`src/rtl/bitmap_page_allocator_refcount_top_macros.svh`:
```
// Assertion helpers used by the allocator top module.
`ifndef BITMAP_PAGE_ALLOCATOR_REFCOUNT_TOP_MACROS_SVH
`define BITMAP_PAGE_ALLOCATOR_REFCOUNT_TOP_MACROS_SVH

// Checked at every rising clock edge outside reset.
`define BPAR_CHECK(lbl, prop) \
  lbl: assert property (@(posedge clk) disable iff (rst) prop) \
    else $error("bpar check failed");

// Checked at every rising clock edge, reset included.
`define BPAR_CHECK_ALWAYS(lbl, prop) \
  lbl: assert property (@(posedge clk) prop) \
    else $error("bpar check failed");

`endif

```
`src/rtl/bpar_pkg.sv`:
```
package bpar_pkg;

  localparam int NUM_PAGES  = 32768;
  localparam int WORD_BITS  = 64;
  localparam int REF_BITS   = 16;
  localparam int MAP_WORDS  = (NUM_PAGES + WORD_BITS - 1) / WORD_BITS;
  localparam int PAGE_W     = $clog2(NUM_PAGES);
  localparam int WIDX_W     = $clog2(MAP_WORDS);
  localparam int BIT_W      = $clog2(WORD_BITS);
  localparam int STEP_W     = BIT_W + 1;
  localparam int CNT_W      = 16;
  localparam int LEN_W      = CNT_W + 1;
  localparam int PIDX_W     = 21;

  localparam logic [REF_BITS-1:0] REF_MAX = {REF_BITS{1'b1}};

  localparam logic [2:0] FN_INIT   = 3'd0;
  localparam logic [2:0] FN_ALLOC  = 3'd1;
  localparam logic [2:0] FN_FREE   = 3'd2;
  localparam logic [2:0] FN_INCREF = 3'd3;
  localparam logic [2:0] FN_QUERY  = 3'd4;

  localparam logic [2:0] ST_OK          = 3'd0;
  localparam logic [2:0] ST_NO_MEM      = 3'd1;
  localparam logic [2:0] ST_BAD_COUNT   = 3'd2;
  localparam logic [2:0] ST_BAD_PAGE    = 3'd3;
  localparam logic [2:0] ST_DOUBLE_FREE = 3'd4;
  localparam logic [2:0] ST_BAD_REF     = 3'd5;
  localparam logic [2:0] ST_NOT_ALLOC   = 3'd6;
  localparam logic [2:0] ST_OVERFLOW    = 3'd7;

  typedef struct packed {
    logic                map_we;
    logic [WIDX_W-1:0]   map_waddr;
    logic [BIT_W-1:0]    map_wbit;
    logic                map_wval;
    logic                ref_we;
    logic [PAGE_W-1:0]   ref_waddr;
    logic [REF_BITS-1:0] ref_wdata;
  } store_wr_t;

  typedef struct packed {
    logic              found;
    logic [PAGE_W-1:0] start;
    logic [LEN_W-1:0]  len;
    logic [STEP_W-1:0] step;
  } scan_res_t;

endpackage

```
`src/rtl/bpar_scan.sv`:
```
module bpar_scan (
  input  logic [bpar_pkg::WORD_BITS-1:0] word,
  input  logic [bpar_pkg::WIDX_W-1:0]    word_idx,
  input  logic [bpar_pkg::BIT_W-1:0]     bit_pos,
  input  logic [bpar_pkg::LEN_W-1:0]     run_len,
  input  logic [bpar_pkg::PAGE_W-1:0]    run_start,
  input  logic [bpar_pkg::CNT_W-1:0]     need,
  output bpar_pkg::scan_res_t            res
);

  logic                           is_free;
  logic [bpar_pkg::WORD_BITS-1:0] shifted;
  logic [bpar_pkg::WORD_BITS-1:0] probe;
  logic [bpar_pkg::BIT_W-1:0]     first_idx;
  logic                           hit;
  logic [bpar_pkg::PAGE_W-1:0]    cur_page;
  logic [bpar_pkg::PAGE_W-1:0]    st;
  logic [bpar_pkg::LEN_W-1:0]     new_len;

  // One step covers the run of equal bits that begins at bit_pos; it
  // ends at the first opposite bit or at the end of the word.
  always_comb begin
    is_free   = ~word[bit_pos];
    shifted   = word >> bit_pos;
    probe     = is_free ? shifted : ~shifted;
    hit       = 1'b0;
    first_idx = '0;
    for (int i = bpar_pkg::WORD_BITS - 1; i >= 0; i--) begin
      if (probe[i]) begin
        hit       = 1'b1;
        first_idx = bpar_pkg::BIT_W'(i);
      end
    end
    res.step = hit ? {1'b0, first_idx}
                   : bpar_pkg::STEP_W'(bpar_pkg::WORD_BITS) - {1'b0, bit_pos};
    cur_page  = {word_idx, bit_pos};
    st        = (run_len == '0) ? cur_page : run_start;
    new_len   = run_len + bpar_pkg::LEN_W'(res.step);
    res.found = is_free && (new_len >= {1'b0, need});
    res.len   = is_free ? new_len : '0;
    res.start = is_free ? st : run_start;
  end

endmodule

```
`config.mk`:
```
export PLATFORM = sky130hd
export DESIGN_NAME = bpar_scan
export DESIGN_NICKNAME = d
export VERILOG_FILES = /design/src/rtl/bitmap_page_allocator_refcount_top_macros.svh /design/src/rtl/bpar_pkg.sv /design/src/rtl/bpar_scan.sv
export SDC_FILE = /design/constraint.sdc
export NUM_CORES = 1
export LEC_CHECK = 0
export BUFFER_PORTS_ARGS = -buffer_cell sky130_fd_sc_hd__buf_4
export CAP_MARGIN = 40
export CORE_MARGIN = 10
export CORE_UTILIZATION = 55
export DETAILED_ROUTE_END_ITERATION = 8
export PLACE_DENSITY = 0.79
export SETUP_SLACK_MARGIN = 0.2
export SYNTH_ARGS = -nofsm -noshare
export SYNTH_HDL_FRONTEND = slang
export SYNTH_SLANG_ARGS = --single-unit
```
`constraint.sdc`:
```
create_clock -name vclk -period 10.9
set_input_delay 1.635 -clock vclk [all_inputs]
set_output_delay 1.635 -clock vclk [all_outputs]
set_load 0.005 [all_outputs]
```
==> reports/summary.log, run 1 <==
qor: die.floorplan.io_pins 167
qor: timing.number_of_pins_with_negative_max_slew_slack_in_the_final_report 0
qor: pwr.pd_cells 75.1 mW/mm^2
qor: worst_setup_path.worstPathRequired 9.27 ns
qor: route.route.vias.total 10600
qor: run.maxCapViolCount 0
qor: cells_and_area.nClkBuffers 0
qor: worst_setup_path.cpMaxStageDelayCell mux4_2
qor: global_routing.grt_first_pass_wirelength 58900 um
qor: clock_network.post-cts-setup-buffer-count 0
qor: timing.finalCriticalPeriod 10.18 ns
qor: route.drt-total-wl 38700 um
qor: timing.report.final.setup_viol 0
qor: die.dieHeight 150 um
qor: timing.unrepaired_setup_endpoints_after_global_routing false
qor: cells_and_area.layout-drive-gt1-share 33.4%
qor: logic_synthesis.share_of_yosys_cell_area_claimed_by_the_top_area_cell_type 26.3%
qor: worst_setup_path.worst_path_most_repeated_cell buf_4
qor: clock_network.holdBufCountCts 0
qor: route.drt_first_iter_violations 1911
qor: pwr.max-vdd-ir-drop 0.0703 mV
qor: timing.clock.fmax 98.2 MHz
qor: cells_and_area.mostFrequentLayoutCell buf_4
qor: min_path.hp-class in -> out
qor: route.drt-wirelength-per-cell 27.2 um
qor: worst_setup_path.worstSetupPathDepth 32
qor: logic_synthesis.synthesis.instances 1082
qor: logic_synthesis.synth_area_leaders mux4_2, mux2i_1, mux2_2
qor: timing.timing.final.crit_share 93.4%
qor: cells_and_area.nFlopsAndLatches 0
qor: worst_setup_path.timing.critical_path.arrival 8.55 ns
qor: cells_and_area.ff_latch_area 0 um^2
qor: placement.placement.setup.worst_slack 0.409 ns
qor: die.initial_core_util 56.2%
qor: logic_synthesis.synth.cell_area 0.00935 mm^2
qor: route.via_per_inst 7.43
qor: worst_setup_path.setup.worst_path.start_class input pin
qor: logic_synthesis.synth_cell_types 99
qor: worst_setup_path.crit_start bit_pos[1]
qor: timing.maxSlewHeadroom 34.7%
qor: clock_network.cts_resized 0
qor: route.drtAntennaViolNets 0
qor: min_path.worstHoldStart run_start[4]
qor: die.core_region_area 0.0166 mm^2
qor: route.dr.pass1.iters 7
qor: worst_setup_path.setup.worst_path.end_class primary output
qor: timing.setup_slack 0.719 ns
qor: die.die_width 150 um
qor: worst_setup_path.cp.buffers_inverters 6
qor: global_routing.largest_net_degree_at_the_start_of_global_routing 61
qor: min_path.hold-path-cell-count 4
qor: die.design.die.area 0.0226 mm^2
qor: worst_setup_path.cpPeakStageDelay 0.63 ns
qor: worst_setup_path.type_of_the_worst_setup_path in -> out
qor: cells_and_area.layout.cells.most_common_list buf_4, mux4_2, nand2_1
qor: global_routing.first_global_vias 10000
qor: worst_setup_path.cp_max_fo 29
qor: timing.worstMarginPinSlew 0.971 ns
qor: timing.hold_violations 0
qor: cells_and_area.areaGrowthSynthToFinish 14.2%
qor: cells_and_area.multi_input_comb_area 0.00865 mm^2
qor: cells_and_area.fin_nets 1357
qor: logic_synthesis.synth_top_area_cell mux4_2
qor: cells_and_area.fillerInstances 1437
qor: run_status.run_status finished, final reports clean
qor: global_routing.grt_antenna_before_repair 0
qor: global_routing.track_usage 32.6%
qor: placement.gp_congestion 1.05
qor: die.row_count 47
qor: logic_synthesis.yosysSeqAreaShare 0%
qor: logic_synthesis.number_of_warnings_issued_by_yosys 0
qor: global_routing.globalRouteOverflowTotal 0
qor: cells_and_area.stdcell_area 0.0107 mm^2
qor: pwr.cellLeakagePower 4.29 nW
qor: route.detail_route.drc_violations 0
qor: logic_synthesis.syn_nets 1235
qor: cells_and_area.num_antenna_cells 0
qor: placement.io_buffer_count 167
qor: timing.finalSetupTns 0 ns
qor: placement.detailedPlacementHpwl 31000 um
qor: placement.postPlaceCellArea 0.0106 mm^2
qor: logic_synthesis.mapped_avg_cell_area 8.64 um^2
qor: worst_setup_path.worst_path_dominant_cell_family compound AO/OA/AOI/OAI gates
==> worst min-delay path: stages <==
cell	delay, ns
buf_4	0.08
nand2_1	0.03
o21ai_0	0.06
buf_4	0.11
==> through the flow <==
stage	hold WS (ns)	utilization (%)	instances	total power, mW
2_1_floorplan	3.37	-	1082	0.523
3_3_place_gp	3.55	63.8	1420	0.764
3_5_place_dp	3.56	63.9	1422	0.772
4_1_cts	3.56	63.9	1422	0.774
5_1_grt	3.58	64.1	1422	0.848
6_report	3.55	64.1	1422	0.801
==> worst paths after layout <==
check	end	slack, ns
max	res[39]	0.72
min	res[28]	3.55
==> final cells by class <==
type	instances	area share (%)
Tap cell	220	2.58
Timing Repair Buffer	209	15.0
Inverter	38	1.34
Multi-Input combinational cell	955	81.1
==> Yosys cell counts (15+ instances only) <==
cell      number
o21ai_0       48
a211oi_1      17
o211ai_1      16
mux2i_1       90
o22ai_1       17
a21oi_1       41
nor2_1        67
mux2_2        35
inv_1         36
mux4_2       109
xnor2_1       37
nor4_1        15
nand3_1       34
nand2_1       93
and2_1        16
ha_1          25
clkbuf_1      19
buf_2         36
nor3_1        24
==> kinds of logic (layout without fill, tap and decap cells) <==
group | count (synthesis) | after routing | share of synthesized area (%)
xor+xnor | 43 | 43 | 4.03
fa+ha+maj | 26 | 26 | 3.56
mux | 244 | 244 | 42.8
compound gates | 296 | 296 | 22.8
simple gates | 346 | 346 | 19.2
buf+inv | 127 | 247 | 7.64
==> where the power goes <==
part / switching [mW] / internal, mW / total [mW]
logic: 0.454 / 0.347 / 0.801
clock network: 0 / 0 / 0
registers: 0 / 0 / 0
==> routing by layer <==
| layer | up-vias | part of all wire, % | track usage, % |
|---|---|---|---|
| li1 | 4579 | - | - |
| met1 | 4940 | 37 | 43.4 |
| met2 | 875 | 46 | 51.7 |
| met3 | 166 | 12 | 5.52 |
| met4 | 0 | 5.0 | 12.7 |
| met5 | - | 0 | 0 |
(Power assumes the default switching activity.)
==> run 2: changes to the inputs <==
--- a/config.mk
+++ b/config.mk
@@ -7,10 +7,12 @@
 export LEC_CHECK = 0
 export BUFFER_PORTS_ARGS = -buffer_cell sky130_fd_sc_hd__buf_4
 export CAP_MARGIN = 40
+export CELL_PAD_IN_SITES_DETAIL_PLACEMENT = 2
+export CELL_PAD_IN_SITES_GLOBAL_PLACEMENT = 2
 export CORE_MARGIN = 10
-export CORE_UTILIZATION = 55
+export CORE_UTILIZATION = 36
 export DETAILED_ROUTE_END_ITERATION = 8
-export PLACE_DENSITY = 0.79
+export PLACE_DENSITY = 0.89
 export SETUP_SLACK_MARGIN = 0.2
 export SYNTH_ARGS = -nofsm -noshare
 export SYNTH_HDL_FRONTEND = slang
==> reports/summary.log, run 2 (synthesized netlist as in run 1, its figures left out) <==
qor: worst_setup_path.worst_path_most_repeated_cell buf_4
qor: route.dr.max_layer_used met5
qor: global_routing.globalRouteOverflowTotal 0 [unchanged]
qor: global_routing.grt_antenna_before_repair 3 [+3]
qor: global_routing.first_global_vias 12400 [+24%]
qor: placement.io_buffer_count 167 [unchanged]
qor: placement.detailedPlacementHpwl 43400 um [+40%]
qor: die.floorplan.io_pins 167 [unchanged]
qor: timing.setup_slack -0.135 ns [-0.854 ns]
qor: die.die_width 181 um [+20%]
qor: global_routing.largest_net_degree_at_the_start_of_global_routing 68 [+11%]
qor: worst_setup_path.cpMaxStageDelayCell nor4_2
qor: timing.clock.fmax 90.6 MHz [-7.7%]
qor: global_routing.track_usage 31.7% [-0.97 points]
qor: worst_setup_path.setup.worst_path.end_class primary output
qor: die.design.die.area 0.0328 mm^2 [+45%]
qor: placement.gp_congestion 0.996 [-5.0%]
qor: cells_and_area.areaGrowthSynthToFinish 20.1%
qor: global_routing.grt_first_pass_wirelength 82400 um [+40%]
qor: cells_and_area.nClkBuffers 0 [unchanged]
qor: worst_setup_path.worst_path_dominant_cell_family simple AND/OR/NAND/NOR gates
qor: cells_and_area.nFlopsAndLatches 0 [unchanged]
qor: worst_setup_path.cpPeakStageDelay 0.82 ns [+0.19 ns]
qor: cells_and_area.fillerInstances 2770 [+93%]
qor: timing.timing.final.crit_share 101% [+7.8 points]
qor: run.maxCapViolCount 0 [unchanged]
qor: cells_and_area.fin_nets 1372 [+1.1%]
qor: worst_setup_path.cp_max_fo 24 [-17%]
qor: cells_and_area.layout-drive-gt1-share 36.7% [+3.4 points]
qor: cells_and_area.multi_input_comb_area 0.00885 mm^2 [+2.3%]
qor: worst_setup_path.timing.critical_path.arrival 9.40 ns [+0.85 ns]
qor: cells_and_area.fin_cells 1549 [+8.9%]
qor: min_path.hp-class in -> out
qor: timing.worstMarginPinSlew 1.06 ns [+0.0892 ns]
qor: worst_setup_path.cp.buffers_inverters 7 [+1]
qor: cells_and_area.mostFrequentLayoutCell buf_4
qor: timing.finalSetupTns -0.135 ns [-0.135 ns]
qor: run_status.violations negative setup slack
qor: route.drt-total-wl 61700 um [+59%]
qor: die.dieHeight 181 um [+20%]
qor: route.drt_first_iter_violations 1941 [+1.6%]
qor: route.met3_wire_length 7470 um [+57%]
qor: route.met2RoutedLength 28300 um [+60%]
qor: worst_setup_path.worstPathRequired 9.27 ns [about the same]
qor: timing.number_of_pins_with_negative_max_slew_slack_in_the_final_report 0 [unchanged]
qor: worst_setup_path.setup.worst_path.start_class input pin
qor: die.core_region_area 0.0254 mm^2 [+53%]
qor: worst_setup_path.type_of_the_worst_setup_path in -> out
qor: route.drtAntennaViolNets 0 [unchanged]
qor: timing.report.final.setup_viol 1 [+1]
qor: route.detail_route.drc_violations 0 [unchanged]
qor: cells_and_area.ff_latch_area 0 um^2 [unchanged]
qor: placement.place.detailed.instances 1531 [+7.7%]
qor: cells_and_area.layout.cells.most_common_list buf_4, mux4_2, nand2_1
qor: route.via_per_inst 7.85 [+5.7%]
qor: die.row_count 58 [+23%]
qor: clock_network.holdBufCountCts 0 [unchanged]
qor: route.route.vias.total 12200 [+15%]
qor: route.dr.pass1.iters 5 [-2]
qor: route.wirelength_met1 20500 um [+43%]
qor: die.initial_core_util 36.8% [-19 points]
qor: route.drt-wirelength-per-cell 39.8 um [+46%]
qor: timing.maxSlewHeadroom 28.7% [-6.0 points]
qor: timing.finalCriticalPeriod 11.03 ns [+0.854 ns]
qor: timing.hold_violations 0 [unchanged]
qor: run_status.run_status finished with violations
-- run 2: cell types whose count changed in the layout (fill, tap and decap cells not counted), sizes merged --
cell      before  now
buf          209  223
clkbuf         0    1
clkinvlp       0    1
diode          0    2
inv           38   37
-- run 2: worst min-delay path, cell delays in order --
cell,delay (ns)
buf_4,0.08
nand2_1,0.04
o21ai_0,0.06
buf_4,0.12
-- run 2: final timing paths --
check	to	cells after the start	from	slack [ns]
worst max-delay path	res[39]	35	bit_pos[2]	-0.13
worst min-delay path	res[25]	4	run_start[1]	3.57
-- run 2: metrics by stage --
stage                     utilization (%)  worst slack, ns  instance area (um^2)  hold WS [ns]
after global placement               42.3            0.515                 10800          3.55
after detailed placement             42.4           -0.394                 10800          3.58
after floorplan                         -             1.76                  9350          3.37
final                                44.2           -0.135                 11200          3.57
after global routing                 44.2           -0.337                 11200          3.59
after CTS                            42.7            0.231                 10800          3.58
-- run 2: metal layers --
layer	vias to the layer above	global-route usage [%]
li1	4616	-
met1	5924	35.3
met2	1177	52.8
met3	443	8.73
met4	2	19.0
met5	-	0
-- run 2: final cells by class --
| cell class | instances | area share (%) |
|---|---|---|
| Inverter | 38 | 1.33 |
| Timing Repair Buffer | 224 | 16.1 |
| Antenna cell | 2 | 0.0446 |
| Multi-Input combinational cell | 955 | 78.8 |
| Tap cell | 330 | 3.68 |
-- run 2: what timing repair did --
item                       in CTS  in global routing
cloned                          0                  1
setup endpoints to repair       1                  1
gates resized for setup        15                 59
pin swaps                       0                  8
buffers inserted                3                 11
